### src/hw/rtl/cnbc_pkg.sv
`default_nettype none

package cnbc_pkg;

    localparam int MAX_LEN = 65536;
    localparam int CNT_W = $clog2(MAX_LEN + 1);

    localparam int MOD_W = 63;
    localparam int LIM_W = 32;
    localparam int BND_W = 64;
    localparam int DATA_W = 64;
    localparam int IDX_W = 2;
    localparam int SUM_W = 81;
    localparam int BSQ_W = 82;

    localparam int FIFO_DEPTH = 4;
    localparam int PTR_W = $clog2(FIFO_DEPTH);

    localparam logic [IDX_W-1:0] REG_MODULUS = 2'd0;
    localparam logic [IDX_W-1:0] REG_RANGE_LIMIT = 2'd1;
    localparam logic [IDX_W-1:0] REG_BOUND = 2'd2;
    localparam logic [IDX_W-1:0] REG_NORM_KIND = 2'd3;

    localparam logic [1:0] ST_OK = 2'd0;
    localparam logic [1:0] ST_RANGE = 2'd1;
    localparam logic [1:0] ST_LONG = 2'd2;

    localparam logic NORM_L2 = 1'b0;

    typedef struct packed {
        logic [MOD_W-1:0] modulus;
        logic [LIM_W-1:0] range_limit;
        logic [BND_W-1:0] bound_value;
        logic             norm_kind;
    } cnbc_cfg_t;

    typedef struct packed {
        logic [LIM_W-1:0] mag;
        logic             acc;
        logic             last;
        logic [1:0]       status;
    } cnbc_entry_t;

endpackage

`default_nettype wire

### src/hw/rtl/cnbc_front.sv
`default_nettype none

module cnbc_front
    import cnbc_pkg::*;
(
    input  wire logic             clk,
    input  wire logic             rst_n,
    input  wire cnbc_cfg_t        cfg,
    input  wire logic             in_valid,
    output logic                  in_ready,
    input  wire logic [MOD_W-1:0] element,
    input  wire logic             last,
    output logic                  push,
    output cnbc_entry_t           push_data,
    input  wire logic             push_ready
);

    logic             s1_valid_reg;
    logic             s1_hi_nz_reg;
    logic [LIM_W-1:0] s1_mag_reg;
    logic             s1_last_reg;
    logic [CNT_W-1:0] cnt_reg;
    logic [CNT_W-1:0] cnt_next;
    logic [1:0]       err_reg;
    logic [1:0]       err_next;

    logic [MOD_W-1:0] half;
    logic [63:0]      mag_full;
    logic             accept;
    logic             over;
    logic             range_fail;
    logic             acc;

    assign in_ready = !s1_valid_reg || push_ready;
    assign accept = in_valid && in_ready;
    assign push = s1_valid_reg && push_ready;

    always_comb
    begin
        half = cfg.modulus >> 1;
        if (element > half)
        begin
            mag_full = {1'b0, cfg.modulus} - {1'b0, element};
        end
        else
        begin
            mag_full = {1'b0, element};
        end
    end

    always_ff @(posedge clk or negedge rst_n)
    begin
        if (!rst_n)
        begin
            s1_valid_reg <= 1'b0;
        end
        else if (in_ready)
        begin
            s1_valid_reg <= in_valid;
        end
    end

    always_ff @(posedge clk)
    begin
        if (accept)
        begin
            s1_hi_nz_reg <= |mag_full[63:LIM_W];
            s1_mag_reg <= mag_full[LIM_W-1:0];
            s1_last_reg <= last;
        end
    end

    // The first error of a vector is kept; after it elements are counted only.
    always_comb
    begin
        over = cnt_reg >= CNT_W'(MAX_LEN);
        range_fail = s1_hi_nz_reg || (s1_mag_reg >= cfg.range_limit);
        cnt_next = cnt_reg;
        err_next = err_reg;
        acc = 1'b0;
        if (over)
        begin
            if (err_reg == ST_OK)
            begin
                err_next = ST_LONG;
            end
        end
        else
        begin
            cnt_next = cnt_reg + CNT_W'(1);
            if (err_reg == ST_OK)
            begin
                if (range_fail)
                begin
                    err_next = ST_RANGE;
                end
                else
                begin
                    acc = 1'b1;
                end
            end
        end
        push_data.mag = s1_mag_reg;
        push_data.acc = acc;
        push_data.last = s1_last_reg;
        push_data.status = err_next;
    end

    always_ff @(posedge clk or negedge rst_n)
    begin
        if (!rst_n)
        begin
            cnt_reg <= '0;
            err_reg <= ST_OK;
        end
        else if (push)
        begin
            if (s1_last_reg)
            begin
                cnt_reg <= '0;
                err_reg <= ST_OK;
            end
            else
            begin
                cnt_reg <= cnt_next;
                err_reg <= err_next;
            end
        end
    end

endmodule

`default_nettype wire

### config.mk
export PLATFORM = sky130hd
export DESIGN_NAME = cnbc_front
export DESIGN_NICKNAME = d
export VERILOG_FILES = /design/src/hw/rtl/cnbc_pkg.sv /design/src/hw/rtl/cnbc_front.sv
export SDC_FILE = /design/constraint.sdc
export NUM_CORES = 1
export LEC_CHECK = 0
export BUFFER_PORTS_ARGS = -buffer_cell sky130_fd_sc_hd__buf_2
export CORE_MARGIN = 2
export CORE_UTILIZATION = 25
export DETAILED_ROUTE_END_ITERATION = 10
export GPL_TIMING_DRIVEN = 0
export SLEW_MARGIN = 10
export SYNTH_ARGS = -nofsm -noshare
export SYNTH_HDL_FRONTEND = slang
export SYNTH_SLANG_ARGS = --single-unit
### constraint.sdc
create_clock -name clk -period 3.3 [get_ports clk]
set_input_delay 0.495 -clock clk [delete_from_list [all_inputs] [get_ports clk]]
set_output_delay 0.495 -clock clk [all_outputs]
set_load 0.05 [all_outputs]
# Word level (Yosys, flattened, before mapping)
# Index checks and enable logic that the tools add are counted.
# word_totals
latch_bits,0
wordCells,31
ff_bits,54
rom_bits,0
mem_count,0
mem_bits_rw,0
in_bits,228
output_inout_bits,38
# classes
n_reduce_logical,8
n_shift,0
div,0
n_bitwise,0
add_sub_neg,2
n_eq_ne,1
n_mux,11
n_lt_le_gt_ge,3
mul,0
# ops
op,n
two-way mux 64 bit,1
subtractor 63 x 63 -> 64 bit,1
> comparator 63 x 62 -> 1 bit,1
two-way mux 17 bit,2
greater-or-equal comparator 32 bit,1
OR reduction 32 bit,1
adder 17 x 1 -> 17 bit (second input constant),1
greater-or-equal comparator 17 bit (second input constant),1
two-way mux 2 bit,5
two-way mux 1 bit,3
logical AND 1 bit,2
logical NOT 2 bit,1
logical OR 1 bit,2
!= test 2 bit (second input constant),1
AND reduction 2 bit,1
logical NOT 1 bit,1

# Logic depth before layout (Yosys ltp)
# depth
ltp_word,6
mapped_depth,15
mapped_depth_nobuf,15

# Least setup slack after synthesis
# Ideal clock, no wire load.
# synth_timing
path_type,input -> register
startpoint,input port cfg[97] in the netlist's numbering
endpoint,"register s1_hi_nz_reg, data pin"
t_required_ns,3.041
arrival_ns,3.837
setup_slack_ns,-0.796
setup_ns,0.259
n_path_buf,0
path_stages,15
path_cell_list,inv_1 > ha_1 > fa_1 > nand2b_1 > a21oi_1 > o211ai_1 > nand2_1 > a211oi_1 > o41a_2 > nor3_1 > mux2_2 > a2111oi_0 > o21a_1 > nand4_1 > a211o_1
# synth_via
elab_chain_len,3
# synth_rtl
element,line_no,rtl
start: declaration,cnbc_front.sv:8,"input wire cnbc_cfg_t cfg,"
subtractor 63 x 63 -> 64 bit,cnbc_front.sv:43,"mag_full = {1'b0, cfg.modulus} - {1'b0, element};"
two-way mux 64 bit,cnbc_front.sv:41,if (element > half)
OR reduction 32 bit,cnbc_front.sv:67,s1_hi_nz_reg <= |mag_full[63:LIM_W];
end signal: assignment,cnbc_front.sv:67,
end: declaration,cnbc_front.sv:19,logic s1_hi_nz_reg;
# Every way passes these cells.
# A chain may end at the register's enable or synchronous reset.

# Final worst setup path
# Ends and elaborated chain as after synthesis.

==> results.sh <==
export IMPL_outcome="complete, but fails checks"
export IMPL_failed_checks="negative setup slack"
export IMPL_p_seq_share_pct=25.0
export IMPL_routed_top_layer="met5"
export IMPL_syn_to_final_growth_pct=32.31
export IMPL_syn_area_mm2=0.008996
export IMPL_wl_met2_um=15040
export IMPL_grtUsageTotal_pct=16.09
export IMPL_hold_buffers=0
export IMPL_cts_sinks=54
export IMPL_globalRouteOverflowTotal=0
export IMPL_synth_area_top_cells="ha_1 (22%), edfxtp_1 (11%), inv_1 (7.6%)"
export IMPL_yosys_area_top_type="ha_1"
export IMPL_crit_chain="buf_8 > inv_8 > ha_4 > fa_2 > nand2b_4 > a21oi_4 > o211ai_1 > nand2_1 > a211oi_4 > o41a_2 > buf_6 > nor3_4 > mux2_4 > a2111oi_4 > o21a_1 > a31oi_1 > a211o_1"
export IMPL_synth_edf_count=34
export IMPL_grt_pass1_vias=9419
export IMPL_avgSynthCellArea_um2=7.453
export IMPL_hold_ws_ns=0.1418
export IMPL_post_route_util_pct=33.54
export IMPL_gp_congestion=0.9292
export IMPL_peakVddDrop_mv=0.2099
export IMPL_fp_dieArea_mm2=0.03752
export IMPL_cellLeakagePower_nw=5.684
export IMPL_tightest_slew_ns=0.8244
export IMPL_ys_seq_elements=54
export IMPL_netlist_area_leader_share_pct=22.11
export IMPL_timing_fmax_mhz=250.9
export IMPL_setup_viol_count_final=3
export IMPL_power_density_mw_per_mm2=283.4
export IMPL_grt_pass1_wl_um=49400
export IMPL_pwr_share_clk_pct=16.9
export IMPL_fillers=3751
export IMPL_period_share_pct=120.8
export IMPL_wl_met1_um=14180
export IMPL_drc=0
export IMPL_max_slew_margin_pct=45.04
export IMPL_yosys_area_share_simple_pct=19.14
export IMPL_synth_fa_ha_area_share_pct=22.34
export IMPL_cts_tree="yes"
export IMPL_io_buffers=200
export IMPL_p_sw_mw=1.460
export IMPL_min_period_ns=3.986
export IMPL_via_per_inst=4.986
export IMPL_totalWireLength_um=31210
export IMPL_synth_mux_area_fraction_pct=0.8067
export IMPL_largest_reg_flops=32
export IMPL_antenna_found_initial=4
export IMPL_wl_met3_um=1396
export IMPL_ys_async_sr_fraction_pct=37.04
export IMPL_grt_max_degree=35
export IMPL_vias=9564
export IMPL_synth_xor_area_share_pct=5.939
export IMPL_fin_ws_ns=-0.6857
export IMPL_yosysWarnings=0
export IMPL_path_class="input port to flip-flop"
export IMPL_drv_slew=0
export IMPL_post_drt_wl_per_cell_um=16.27
export IMPL_hold_viol_final=0
export IMPL_arrival_ns=4.02
export IMPL_clock_skew_ns=0.007467
export IMPL_cts_path_max_buffers=2
export IMPL_maxCapViolations=0
export IMPL_dr_pass1_iters=5
export IMPL_yosys_top_cells_count="inv_1 (181), ha_1 (159), a21oi_1 (128), nand2_1 (128), o21ai_0 (89)"
export IMPL_drt_iter0_markers=598
export IMPL_p_int_mw=1.914
export IMPL_fp_coreArea_mm2=0.03548
export IMPL_critPathBufInv=3
export IMPL_critPathLaunchType="input port"
export IMPL_multi_input_area_mm2=0.007395
export IMPL_clkTransAtPathRegs_ns=0.07
export IMPL_clk_latency_ns=0.30
export IMPL_synth_seq_area_share_pct=16.91
export IMPL_synth_compound_area_share_pct=25.49
export IMPL_critPathTopFamily="compound AO/OA/AOI/OAI gates"
export IMPL_synth_cell_types=84
export IMPL_die_y_um=193.7
export IMPL_fp_dieW_um=193.7
export IMPL_final_cell_count_no_fill=1918
export IMPL_root_buffer="clkbuf_16"
export IMPL_mappedNetlistNets=1595
export IMPL_switching_share_pct=43.27
export IMPL_pre_cts_slack_ns=-1.655
export IMPL_setup_worst_path_end_class="flip-flop"
export IMPL_rows=69
export IMPL_dp_hpwl_um=26220
export IMPL_ff_latch_area_mm2=0.001521
export IMPL_path_max_fanout=3
export IMPL_required_ns=3.33
export IMPL_p_comb_share_pct=58.1
export IMPL_dp_cells=1868
export IMPL_synth_top_family_by_area="compound AO/OA/AOI/OAI gates"
export IMPL_drive_gt1_share_pct=27.53
export IMPL_synthCells=1207
export IMPL_synthFlopType="edfxtp_1"
export IMPL_io_pins=266
export IMPL_start_util_pct=25.35
export IMPL_cpPeakStageDelay_ns=0.54
export IMPL_slowest_stage="o41a_2"
export IMPL_rsz0062_at_grt="true"
export IMPL_htree_levels=2
export IMPL_ant_nets=0
export IMPL_yosysMostFrequentCell="inv_1"
export IMPL_cts_buffers=5
export IMPL_nets=1840
export IMPL_min_path_type="input port to async pin"
[path summary, 6_finish.rpt]
check                                        start                       to  slack [ns]  cells after the start
max                                        cfg[97]   s1_hi_nz_reg$_DFFE_PP_       -0.69                     17
min                                          rst_n   cnt_reg[5]$_DFFE_PN0P_        0.14                      1
max reg2reg                s1_mag_reg[0]$_DFFE_PP_   err_reg[0]$_DFFE_PN0P_        0.72                     14
min reg2reg                cnt_reg[10]$_DFFE_PN0P_  cnt_reg[10]$_DFFE_PN0P_        0.55                      2
max in group asynchronous                    rst_n  cnt_reg[10]$_DFFE_PN0P_        2.84                      1
min in group clk                              last    s1_last_reg$_DFFE_PP_        0.38                      1
[area by class of cell]
class / count / share of cell area, %
Tap cell: 461 / 4.846
Timing Repair Buffer: 238 / 11.26
Inverter: 182 / 5.803
Sequential cell: 54 / 12.78
Clock buffer: 7 / 1.293
Buffer: 29 / 1.734
Antenna cell: 4 / 0.08410
Multi-Input combinational cell: 942 / 62.13
Clock inverter: 1 / 0.07358
[placed cells by master, fill, tap and decap left out, drive strengths merged, types with 5 or more instances in the layout]
cell     instances
o21a            11
inv            182
xnor2           30
nand2b          10
nand4           43
o21bai          14
buf            252
or3              9
o21ai          101
mux2i            5
a31oi            7
and3             6
nor4            16
clkbuf          22
nor2            71
a21o            30
a2111oi          7
xor2            31
nand3           28
nor3            21
a21oi          132
nor2b            6
o211ai           7
dfrtp           20
a211oi           8
nand2          130
edfxtp          34
ha             159
[cells by family (layout without fill, tap and decap cells)]
family | after synthesis | in the layout
AO/OA/AOI/OAI | 362 | 362
XOR/XNOR | 61 | 61
adder cells (fa/ha/maj) | 160 | 160
buffers and inverters | 211 | 457
flip-flops | 54 | 54
multiplexers | 7 | 7
other | 0 | 4
AND/OR/NAND/NOR | 352 | 352
[metal layers]
layer / track usage (%) / vias up
li1: - / 4801
met1: 20.96 / 4446
met2: 28.58 / 273
met3: 1.479 / 42
met4: 3.845 / 2
met5: 0 / -
[timing repair]
| action | in CTS | in global routing |
|---|---|---|
| buffers inserted | 36 | 2 |
| setup endpoints to repair | 35 | 31 |
| pin swaps | 46 | 16 |
| cloned | 0 | 0 |
| resized for setup | 120 | 36 |
[worst register-to-register path: cells and delay by family (launching register included)]
kind            cells  cell delay, ns
simple gates        1            0.13
compound gates     11            1.66
fa+ha+maj           1            0.22
buf+inv             1            0.07
flops               1            0.38
[per-stage QoR]
step | total power, mW | instance area, um^2 | TNS (ns)
after floorplan | 2.075 | 9181 | -0.4219
after global placement | 2.547 | 10760 | -39.71
after detailed placement | 2.573 | 10760 | -39.70
after CTS | 3.330 | 11750 | -0.9072
after global routing | 3.624 | 11900 | -1.345
final | 3.373 | 11900 | -0.9083
[power groups by stage]
| stage | logic, mW | registers (mW) | clock network, mW |
|---|---|---|---|
| floorplan | 1.08 | 0.997 | 0 |
| global placement | 1.69 | 0.857 | 0 |
| detailed placement | 1.72 | 0.858 | 0 |
| CTS | 1.90 | 0.843 | 0.583 |
| global route | 2.16 | 0.849 | 0.613 |
| finish | 1.96 | 0.842 | 0.571 |
Power figures use the tool's default switching activity.
