[config.mk]
export PLATFORM = sky130hd
export DESIGN_NAME = cnbc_fifo
export DESIGN_NICKNAME = d
export VERILOG_FILES = /design/src/hw/rtl/cnbc_pkg.sv /design/src/hw/rtl/cnbc_fifo.sv
export SDC_FILE = /design/constraint.sdc
export NUM_CORES = 1
export LEC_CHECK = 0
export BUFFER_PORTS_ARGS = -buffer_cell sky130_fd_sc_hd__buf_4
export CAP_MARGIN = 30
export CELL_PAD_IN_SITES_DETAIL_PLACEMENT = 0
export CELL_PAD_IN_SITES_GLOBAL_PLACEMENT = 1
export CORE_ASPECT_RATIO = 0.8
export CORE_MARGIN = 4
export CORE_UTILIZATION = 50
export DETAILED_ROUTE_END_ITERATION = 10
export GPL_TIMING_DRIVEN = 0
export PLACE_DENSITY_LB_ADDON = 0.1
export SYNTH_ARGS = -nofsm -noshare
export SYNTH_HDL_FRONTEND = slang
export SYNTH_SLANG_ARGS = --single-unit
[constraint.sdc]
create_clock -name clk -period 2.37 [get_ports clk]
set_input_delay 0.1185 -clock clk [delete_from_list [all_inputs] [get_ports clk]]
set_output_delay 0.1185 -clock clk [all_outputs]
set_load 0.05 [all_outputs]
[src/hw/rtl/cnbc_pkg.sv]
`default_nettype none

package cnbc_pkg;

    localparam int MAX_LEN = 65536;
    localparam int CNT_W = $clog2(MAX_LEN + 1);

    localparam int MOD_W = 63;
    localparam int LIM_W = 32;
    localparam int BND_W = 64;
    localparam int DATA_W = 64;
    localparam int IDX_W = 2;
    localparam int SUM_W = 81;
    localparam int BSQ_W = 82;

    localparam int FIFO_DEPTH = 4;
    localparam int PTR_W = $clog2(FIFO_DEPTH);

    localparam logic [IDX_W-1:0] REG_MODULUS = 2'd0;
    localparam logic [IDX_W-1:0] REG_RANGE_LIMIT = 2'd1;
    localparam logic [IDX_W-1:0] REG_BOUND = 2'd2;
    localparam logic [IDX_W-1:0] REG_NORM_KIND = 2'd3;

    localparam logic [1:0] ST_OK = 2'd0;
    localparam logic [1:0] ST_RANGE = 2'd1;
    localparam logic [1:0] ST_LONG = 2'd2;

    localparam logic NORM_L2 = 1'b0;

    typedef struct packed {
        logic [MOD_W-1:0] modulus;
        logic [LIM_W-1:0] range_limit;
        logic [BND_W-1:0] bound_value;
        logic             norm_kind;
    } cnbc_cfg_t;

    typedef struct packed {
        logic [LIM_W-1:0] mag;
        logic             acc;
        logic             last;
        logic [1:0]       status;
    } cnbc_entry_t;

endpackage

`default_nettype wire

[src/hw/rtl/cnbc_fifo.sv]
`default_nettype none

module cnbc_fifo
    import cnbc_pkg::*;
(
    input  wire logic        clk,
    input  wire logic        rst_n,
    input  wire logic        push,
    input  wire cnbc_entry_t push_data,
    output logic             push_ready,
    input  wire logic        pop,
    output cnbc_entry_t      head,
    output logic             head_valid
);

    cnbc_entry_t      store_reg [FIFO_DEPTH];
    logic [PTR_W-1:0] wr_ptr_reg;
    logic [PTR_W-1:0] rd_ptr_reg;
    logic [PTR_W:0]   count_reg;

    assign push_ready = count_reg != (PTR_W + 1)'(FIFO_DEPTH);
    assign head_valid = count_reg != '0;
    assign head = store_reg[rd_ptr_reg];

    always_ff @(posedge clk)
    begin
        if (push)
        begin
            store_reg[wr_ptr_reg] <= push_data;
        end
    end

    always_ff @(posedge clk or negedge rst_n)
    begin
        if (!rst_n)
        begin
            wr_ptr_reg <= '0;
            rd_ptr_reg <= '0;
            count_reg <= '0;
        end
        else
        begin
            if (push)
            begin
                wr_ptr_reg <= wr_ptr_reg + PTR_W'(1);
            end
            if (pop)
            begin
                rd_ptr_reg <= rd_ptr_reg + PTR_W'(1);
            end
            if (push && !pop)
            begin
                count_reg <= count_reg + (PTR_W + 1)'(1);
            end
            else if (pop && !push)
            begin
                count_reg <= count_reg - (PTR_W + 1)'(1);
            end
        end
    end

endmodule

`default_nettype wire

Word-level counts from Yosys, hierarchy flattened
Memories as Yosys holds them, arrays and structs flattened.
Cells that the tools add are included.
- add/subtract/negate cells: 4
- multiply operators: 0
- divide/modulo/power cells: 0
- magnitude comparators: 0
- equality and inequality tests: 1
- shift-type cells: 0
- mux-type cells: 4
- bitwise logic cells: 0
- reductions and logical operators: 6
- operator list (operator ; number):
    $mux W3 ; 2
    $add A2 B1 Y2 const B ; 2
    $add A3 B1 Y3 const B ; 1
    $ne A3 B3 Y1 const B ; 1
    $reduce_bool A3 Y1 ; 1
    $sub A3 B1 Y3 const B ; 1
    $logic_and A1 B1 Y1 ; 2
    $logic_not A1 Y1 ; 2
    $mux W1 ; 2
    $reduce_bool A2 Y1 ; 1
- flip-flop bits (word level): 7
- bits in latches: 0
- RAM bits: 144
- memory bits (read-only): 0
- input port bits: 40
- output and inout port bits: 38
- word-level logic and storage cells: 19
- memories kept: 1
- memories (name ; words ; width ; rd ports ; clocked after memory_dff ; write ports ; line ; text):
    store_reg ; 4 ; 36 ; 1 ; 0 ; 1 ; cnbc_fifo.sv:16 ; cnbc_entry_t store_reg [FIFO_DEPTH];

Depth between registers and ports, before layout
Gate-level depths: netlist (run 1).
- depth after elaboration: 4
- mapped depth: 7
- depth with buffers taken out: 7

Worst setup path after synthesis (run 1)
No wires, ideal clock.
- kind: register -> register
- start point: register wr_ptr_reg[0]
- end point: memory store_reg[0][0] (netlist bit) (enable)
- setup time: 397 ps
- data arrival time: 1500 ps
- data required time: 1973 ps
- setup slack: 474 ps
- cell stages (with the launch flop): 4
- buffers on the path: 0
- clock period less this slack: 1896 ps
- path through: dfrtp_1 > inv_1 > ha_1 > and2_1
- RTL lines (item ; line ; text):
    from (decl) ; cnbc_fifo.sv:17 ; logic [PTR_W-1:0] wr_ptr_reg;
    from (signal assigned) ; cnbc_fifo.sv:45 ; wr_ptr_reg <= wr_ptr_reg + PTR_W'(1);
    to (decl) ; cnbc_fifo.sv:16 ;
No word-level cell before the write port.

==> results of run 1 <==
[Yosys cell counts (all sizes together) (2+ instances only)]
cell	count
and2	4
buf	8
dfrtp	7
edfxtp	144
ha	5
inv	4
mux4	36
nand2	3
nor2	2
xnor2	2
xor2	4
[critical path, cell delays in order, from the launching register on]
cell and delay, ns:
dfrtp_1 0.36, buf_6 0.20, buf_12 0.17, mux4_2 0.54
buf_4 0.21
[kinds of logic (layout without fill, tap and decap cells)]
logic type,count (synthesis),count (layout)
AO/OA/AOI/OAI,1,1
XOR/XNOR,6,6
adder cells (fa/ha/maj),6,6
buffers and inverters,12,164
flip-flops,151,151
multiplexers,37,37
AND/OR/NAND/NOR,10,10
[layout make-up]
class | instances | area, um2
clock buffers | 18 | 429
multi-input cells | 60 | 1020
clock inverters | 14 | 159
flip-flops and latches | 151 | 4500
well taps | 144 | 180
repair buffers | 120 | 1060
inverters | 4 | 15.0
fillers | 686 | 3500
plain buffers | 8 | 78.8
[worst paths after layout]
check	start	end	slack [ns]	cells past startpoint
worst max-delay path	rd_ptr_reg[0]	head[5]	0.36	4
worst min-delay path	rst_n	rd_ptr_reg[1]	0.06	2
worst max register to register	wr_ptr_reg[1]	store_reg[1][31]	0.70	4
worst min register to register	count_reg[2]	count_reg[2]	0.50	1
max in group asynchronous	rst_n	rd_ptr_reg[0]	2.19	2
min in group clk	push_data[9]	store_reg[0][9]	0.45	2
[power groups by stage]
stage | clock [mW] | combinational [mW] | sequential [mW]
final | 2.64 | 4.08 | 3.64
after global routing | 2.83 | 4.32 | 3.68
after CTS | 2.69 | 4.17 | 3.65
after detailed placement | 0 | 4.11 | 3.70
after global placement | 0 | 3.99 | 3.70
after floorplan | 0 | 2.95 | 3.66
[metal layers]
layer | GRT usage | share of wire | up-vias
li1 | - | - | 1221
met1 | 0.214 | 0.43 | 1336
met2 | 0.267 | 0.52 | 56
met3 | 0.0487 | 0.040 | 9
met4 | 0.0594 | 0.0089 | 0
met5 | 0 | 0 | -
[cells in the final DEF (no fill, tap or decap)]
master / instances
edfxtp_1: 144
buf_4: 78
dlygate4sd3_1: 39
mux4_2: 36
clkbuf_16: 17
dfrtp_1: 7
buf_12: 5
ha_1: 5
buf_2: 4
inv_1: 4
and2_2: 4
xor2_1: 4
clkinvlp_4: 4
nand2_1: 3
clkinv_1: 3
bufinv_16: 3
nor2_1: 2
xnor2_1: 2
clkinv_2: 2
clkinv_4: 2
buf_6: 1
or3_1: 1
mux2_2: 1
o21ai_0: 1
fa_1: 1
clkbuf_1: 1
buf_16: 1
[stage by stage]
| step | total power [mW] | cell area [um2] | util | instances |
|---|---|---|---|---|
| global route | 10.8 | 7430 | 0.680 | 519 |
| detailed placement | 7.81 | 6460 | 0.591 | 448 |
| finish | 10.4 | 7430 | 0.680 | 519 |
| CTS | 10.5 | 7430 | 0.680 | 519 |
| global placement | 7.70 | 6360 | 0.582 | 444 |
| floorplan | 6.62 | 5610 | - | 223 |
==> results.cfg, run 1 <==
[synth]
synthArstFlopShare = 0.0464
synthAdderAreaFrac = 0.0147
synth_top_family_by_area = multiplexers
synth_flop_cell = edfxtp_1
synthCells = 223
synth-compound-area-share = 0.000893
synth_edf_count = 144
syn_avg_cell_area_um2 = 25.1
synthMuxAreaShare = 0.147
ys_types = 18
yosys-top-cells-area = edfxtp_1, mux4_2, dfrtp_1
synth.net_count = 269
synth_area_um2 = 5610
yosysTopAreaCell = edfxtp_1
synth-xor-area-share = 0.00938
synth_top_area_frac = 0.771
synth-seq-cells = 151
synth-seq-area-share = 0.803
synth_simple_gate_area_share = 0.00893
yosysWarningCount = 0

[sta]
fin_crit_sh = 0.848
slew_violations = 0
hold_ws_ns = 0.0604
slew_headroom = 0.635
max_freq_mhz = 497
final.min_clock_period_ns = 2.01
hold_violations = 0
layout_setup_ws_ns = 0.360
rsz0062_at_grt = false
setup-tns-final_ns = 0
setup_viol = 0
finalClockSkew_ns = 0.00827
worstMarginPinSlew_ns = 0.548

[cts]
clk-insertion-delay-late_ns = 0.41
cts_tree = built
numCtsBuffers = 17
cts.path.max_buffers = 2
cts_sinks = 151
cts_root_buffer = clkbuf_16
postCtsSetupBuffers = 0
cts_hold_buf = 39
cts-htree-levels = 4
clk_pin_slew_worst_paths_ns = 0.06
cts-resized-gates = 0

[pwr]
power.density_nw_per_um2 = 1390
power_switching_mw = 3.70
power_frac_seq = 0.351
comb_power_share = 0.394
swShare = 0.358
p_leak_nw = 2.64
pwr-share-clk = 0.255
internal_power_mw = 6.66
ir_drop_mv = 1.12

[detailed_routing]
vias = 2622
drt-wirelength-per-cell_um = 18.6
via_per_inst = 5.05
antenna_left = 0
drcViolationCount = 0
firstDrtPassIters = 4
drtIter0Drc = 185
drt_wl_total_um = 9640

[final_layout]
drive_gt1_frac = 0.421
largest_reg_flops = 144
nets = 408
flow.area_growth_from_synthesis_pct = 32.6
diodes = 0

[setup_path]
start_kind = register
required_ns = 2.25
end_kind = primary output
path_max_fanout = 10
path_class = reg2out
crit_arrival_ns = 1.89

[global_route]
antenna_found_initial = 0
grt_pass1_wl_um = 15500
overflow = 0
grt_usage = 0.164
grt_pass1_vias = 2899
grt_max_degree = 29

[placement]
hpwlAfterDp_um = 5890
place_ws_ns = 0.674
gp_congestion = 0.671
port_buffers = 77

[floorplanning]
dieArea_um2 = 13000
initial_core_util = 0.513
coreArea_um2 = 10900
ios = 78
die_h_um = 103
num_rows = 34
die_x_um = 126

[flow_run]
cap_violations = 0

[outcome]
outcome = finished, final reports clean

[hold_path]
hold_class = in2async
Note: power is estimated with default switching activity, not from simulation.
==> run 2: changes to the inputs <==
--- a/config.mk
+++ b/config.mk
@@ -11,7 +11,7 @@
 export CELL_PAD_IN_SITES_GLOBAL_PLACEMENT = 1
 export CORE_ASPECT_RATIO = 0.8
 export CORE_MARGIN = 4
-export CORE_UTILIZATION = 50
+export CORE_UTILIZATION = 45
 export DETAILED_ROUTE_END_ITERATION = 10
 export GPL_TIMING_DRIVEN = 0
 export PLACE_DENSITY_LB_ADDON = 0.1
==> constraint.sdc (replaced) <==
create_clock -name clk -period 1.8 [get_ports clk]
set_input_delay 0.09 -clock clk [delete_from_list [all_inputs] [get_ports clk]]
set_output_delay 0.09 -clock clk [all_outputs]
set_load 0.05 [all_outputs]
==> run 2 against run 1 <==
  * The run now ends with negative setup slack left
  * Power is 42% higher
  * Critical path depth is the same
  * Cell count increased by 2.7%
==> results.cfg, run 2 (synthesis gave the netlist of run 1 again) <==
[global_route]
overflow = 0
busiest_layer = met2
antenna_found_initial = 0
grt_util_met1 = 0.180
grt_usage = 0.151
grt.met2_usage = 0.261
grt_max_degree = 22
grt_pass1_vias = 2905
grt_pass1_wl_um = 15800
use_met3 = 0.0379

[final_layout]
nets = 414
layout_common_cells = edfxtp_1, buf_4, dlygate4sd3_1, mux4_2, buf_6
largest_reg_flops = 144
diodes = 0
final_common_cell = edfxtp_1
register_area_um2 = 4500
fin_area_um2 = 7750
nFillCells = 849
flow.area_growth_from_synthesis_pct = 38.3
multi_input_area_um2 = 1020
drive_gt1_frac = 0.428

[detailed_routing]
drtIter0Drc = 132
drcViolationCount = 0
drt-wirelength-per-cell_um = 18.5
antenna_left = 0
vias = 2661
drt_wl_total_um = 9870
firstDrtPassIters = 4
via_per_inst = 4.99

[sta]
final.min_clock_period_ns = 1.90
setup_viol = 36
setup-tns-final_ns = -2.44
slew_violations = 0
layout_setup_ws_ns = -0.0974
worstMarginPinSlew_ns = 0.499
slew_headroom = 0.667
rsz0062_at_grt = true
fin_crit_sh = 1.05
max_freq_mhz = 527
hold_violations = 0
finalClockSkew_ns = 0.00811

[floorplanning]
dieArea_um2 = 14300
ios = 78
initial_core_util = 0.461
die_h_um = 108
num_rows = 36
coreArea_um2 = 12200
die_x_um = 133

[placement]
gp_congestion = 0.663
place_ws_ns = 0.0824
port_buffers = 77
hpwlAfterDp_um = 5910
place_area_um2 = 6460

[setup_path]
cpPeakStageDelay_ns = 0.54
cp_slowest_cell = mux4_2
end_kind = primary output
cp_common_cell = buf_12
start_kind = register
path_cells = buf_12 -> buf_12 -> mux4_2 -> buf_8
path_class = reg2out
crit_arrival_ns = 1.81
path_max_fanout = 6
required_ns = 1.71

[pwr]
power.density_nw_per_um2 = 1900
p_total_mw = 14.7
ir_drop_mv = 1.21
p_leak_nw = 2.77

[hold_path]
hold_class = in2async

[outcome]
outcome = complete, but fails checks
violations = negative setup slack

[cts]
cts_sinks = 151
cts.path.max_buffers = 2
clk_pin_slew_worst_paths_ns = 0.06
cts-htree-levels = 4
cts_root_buffer = clkbuf_16
cts_tree = built
clk-insertion-delay-late_ns = 0.41
numCtsBuffers = 17

[flow_run]
cap_violations = 0
-- run 2: changes by cell type in the layout (fill, tap and decap cells not counted), sizes merged --
cell and change:
buf +5, bufinv +2, clkbuf +6, clkinv -4, clkinvlp -3
-- run 2: metrics by stage --
step / hold WS, ns / cells / utilization
after floorplan: -0.206 / 223 / -
after global routing: 0.0472 / 533 / 0.637
final: 0.0308 / 533 / 0.637
after global placement: -0.0885 / 452 / 0.524
after detailed placement: -0.0862 / 456 / 0.531
after CTS: 0.0115 / 532 / 0.635
-- run 2: cell type report --
cell class                 count  area share
sequential                   151       0.580
timing repair buffer         126       0.166
multi-input combinational     60       0.131
clock buffer                  23      0.0591
tap                          152      0.0245
clock inverter                 9      0.0228
buffer                         8      0.0142
inverter                       4     0.00194
-- run 2: routing by layer --
metal,up-vias,share of wire
met3,16,0.041
met5,-,0
met1,1351,0.41
li1,1227,-
met2,67,0.53
met4,0,0.018
-- run 2: worst paths after layout --
kind / from / endpoint / slack, ns / depth (start not counted)
worst min register to register: count_reg[2] / count_reg[2] / 0.49 / 1
worst min-delay path: rst_n / count_reg[2] / 0.03 / 2
min in group clk: pop / rd_ptr_reg[0] / 0.42 / 3
max in group asynchronous: rst_n / wr_ptr_reg[1] / 1.64 / 2
worst max-delay path: rd_ptr_reg[0] / head[19] / -0.1 / 4
worst max register to register: wr_ptr_reg[0] / store_reg[0][23] / 0.13 / 4
-- run 2: critical path, delay by kind of cell, from the launching register on --
kind                   cells  cell delay [ns]
buffers and inverters      3             0.47
DFF                        1             0.39
muxes                      1             0.54
-- run 2: power by group --
group	internal, mW	switching [mW]
registers	4.61	0.186
clock network	2.49	1.26
logic	2.61	3.54
-- run 2: what timing repair did --
| action | CTS | global route |
|---|---|---|
| gates resized for setup | 48 | 0 |
| hold endpoints to repair | 155 | 0 |
| pin swaps | 0 | 0 |
| endpoints found under the setup margin | 36 | 36 |
| gates cloned | 1 | 1 |
| hold buffers | 39 | 0 |
| buffers inserted | 4 | 0 |
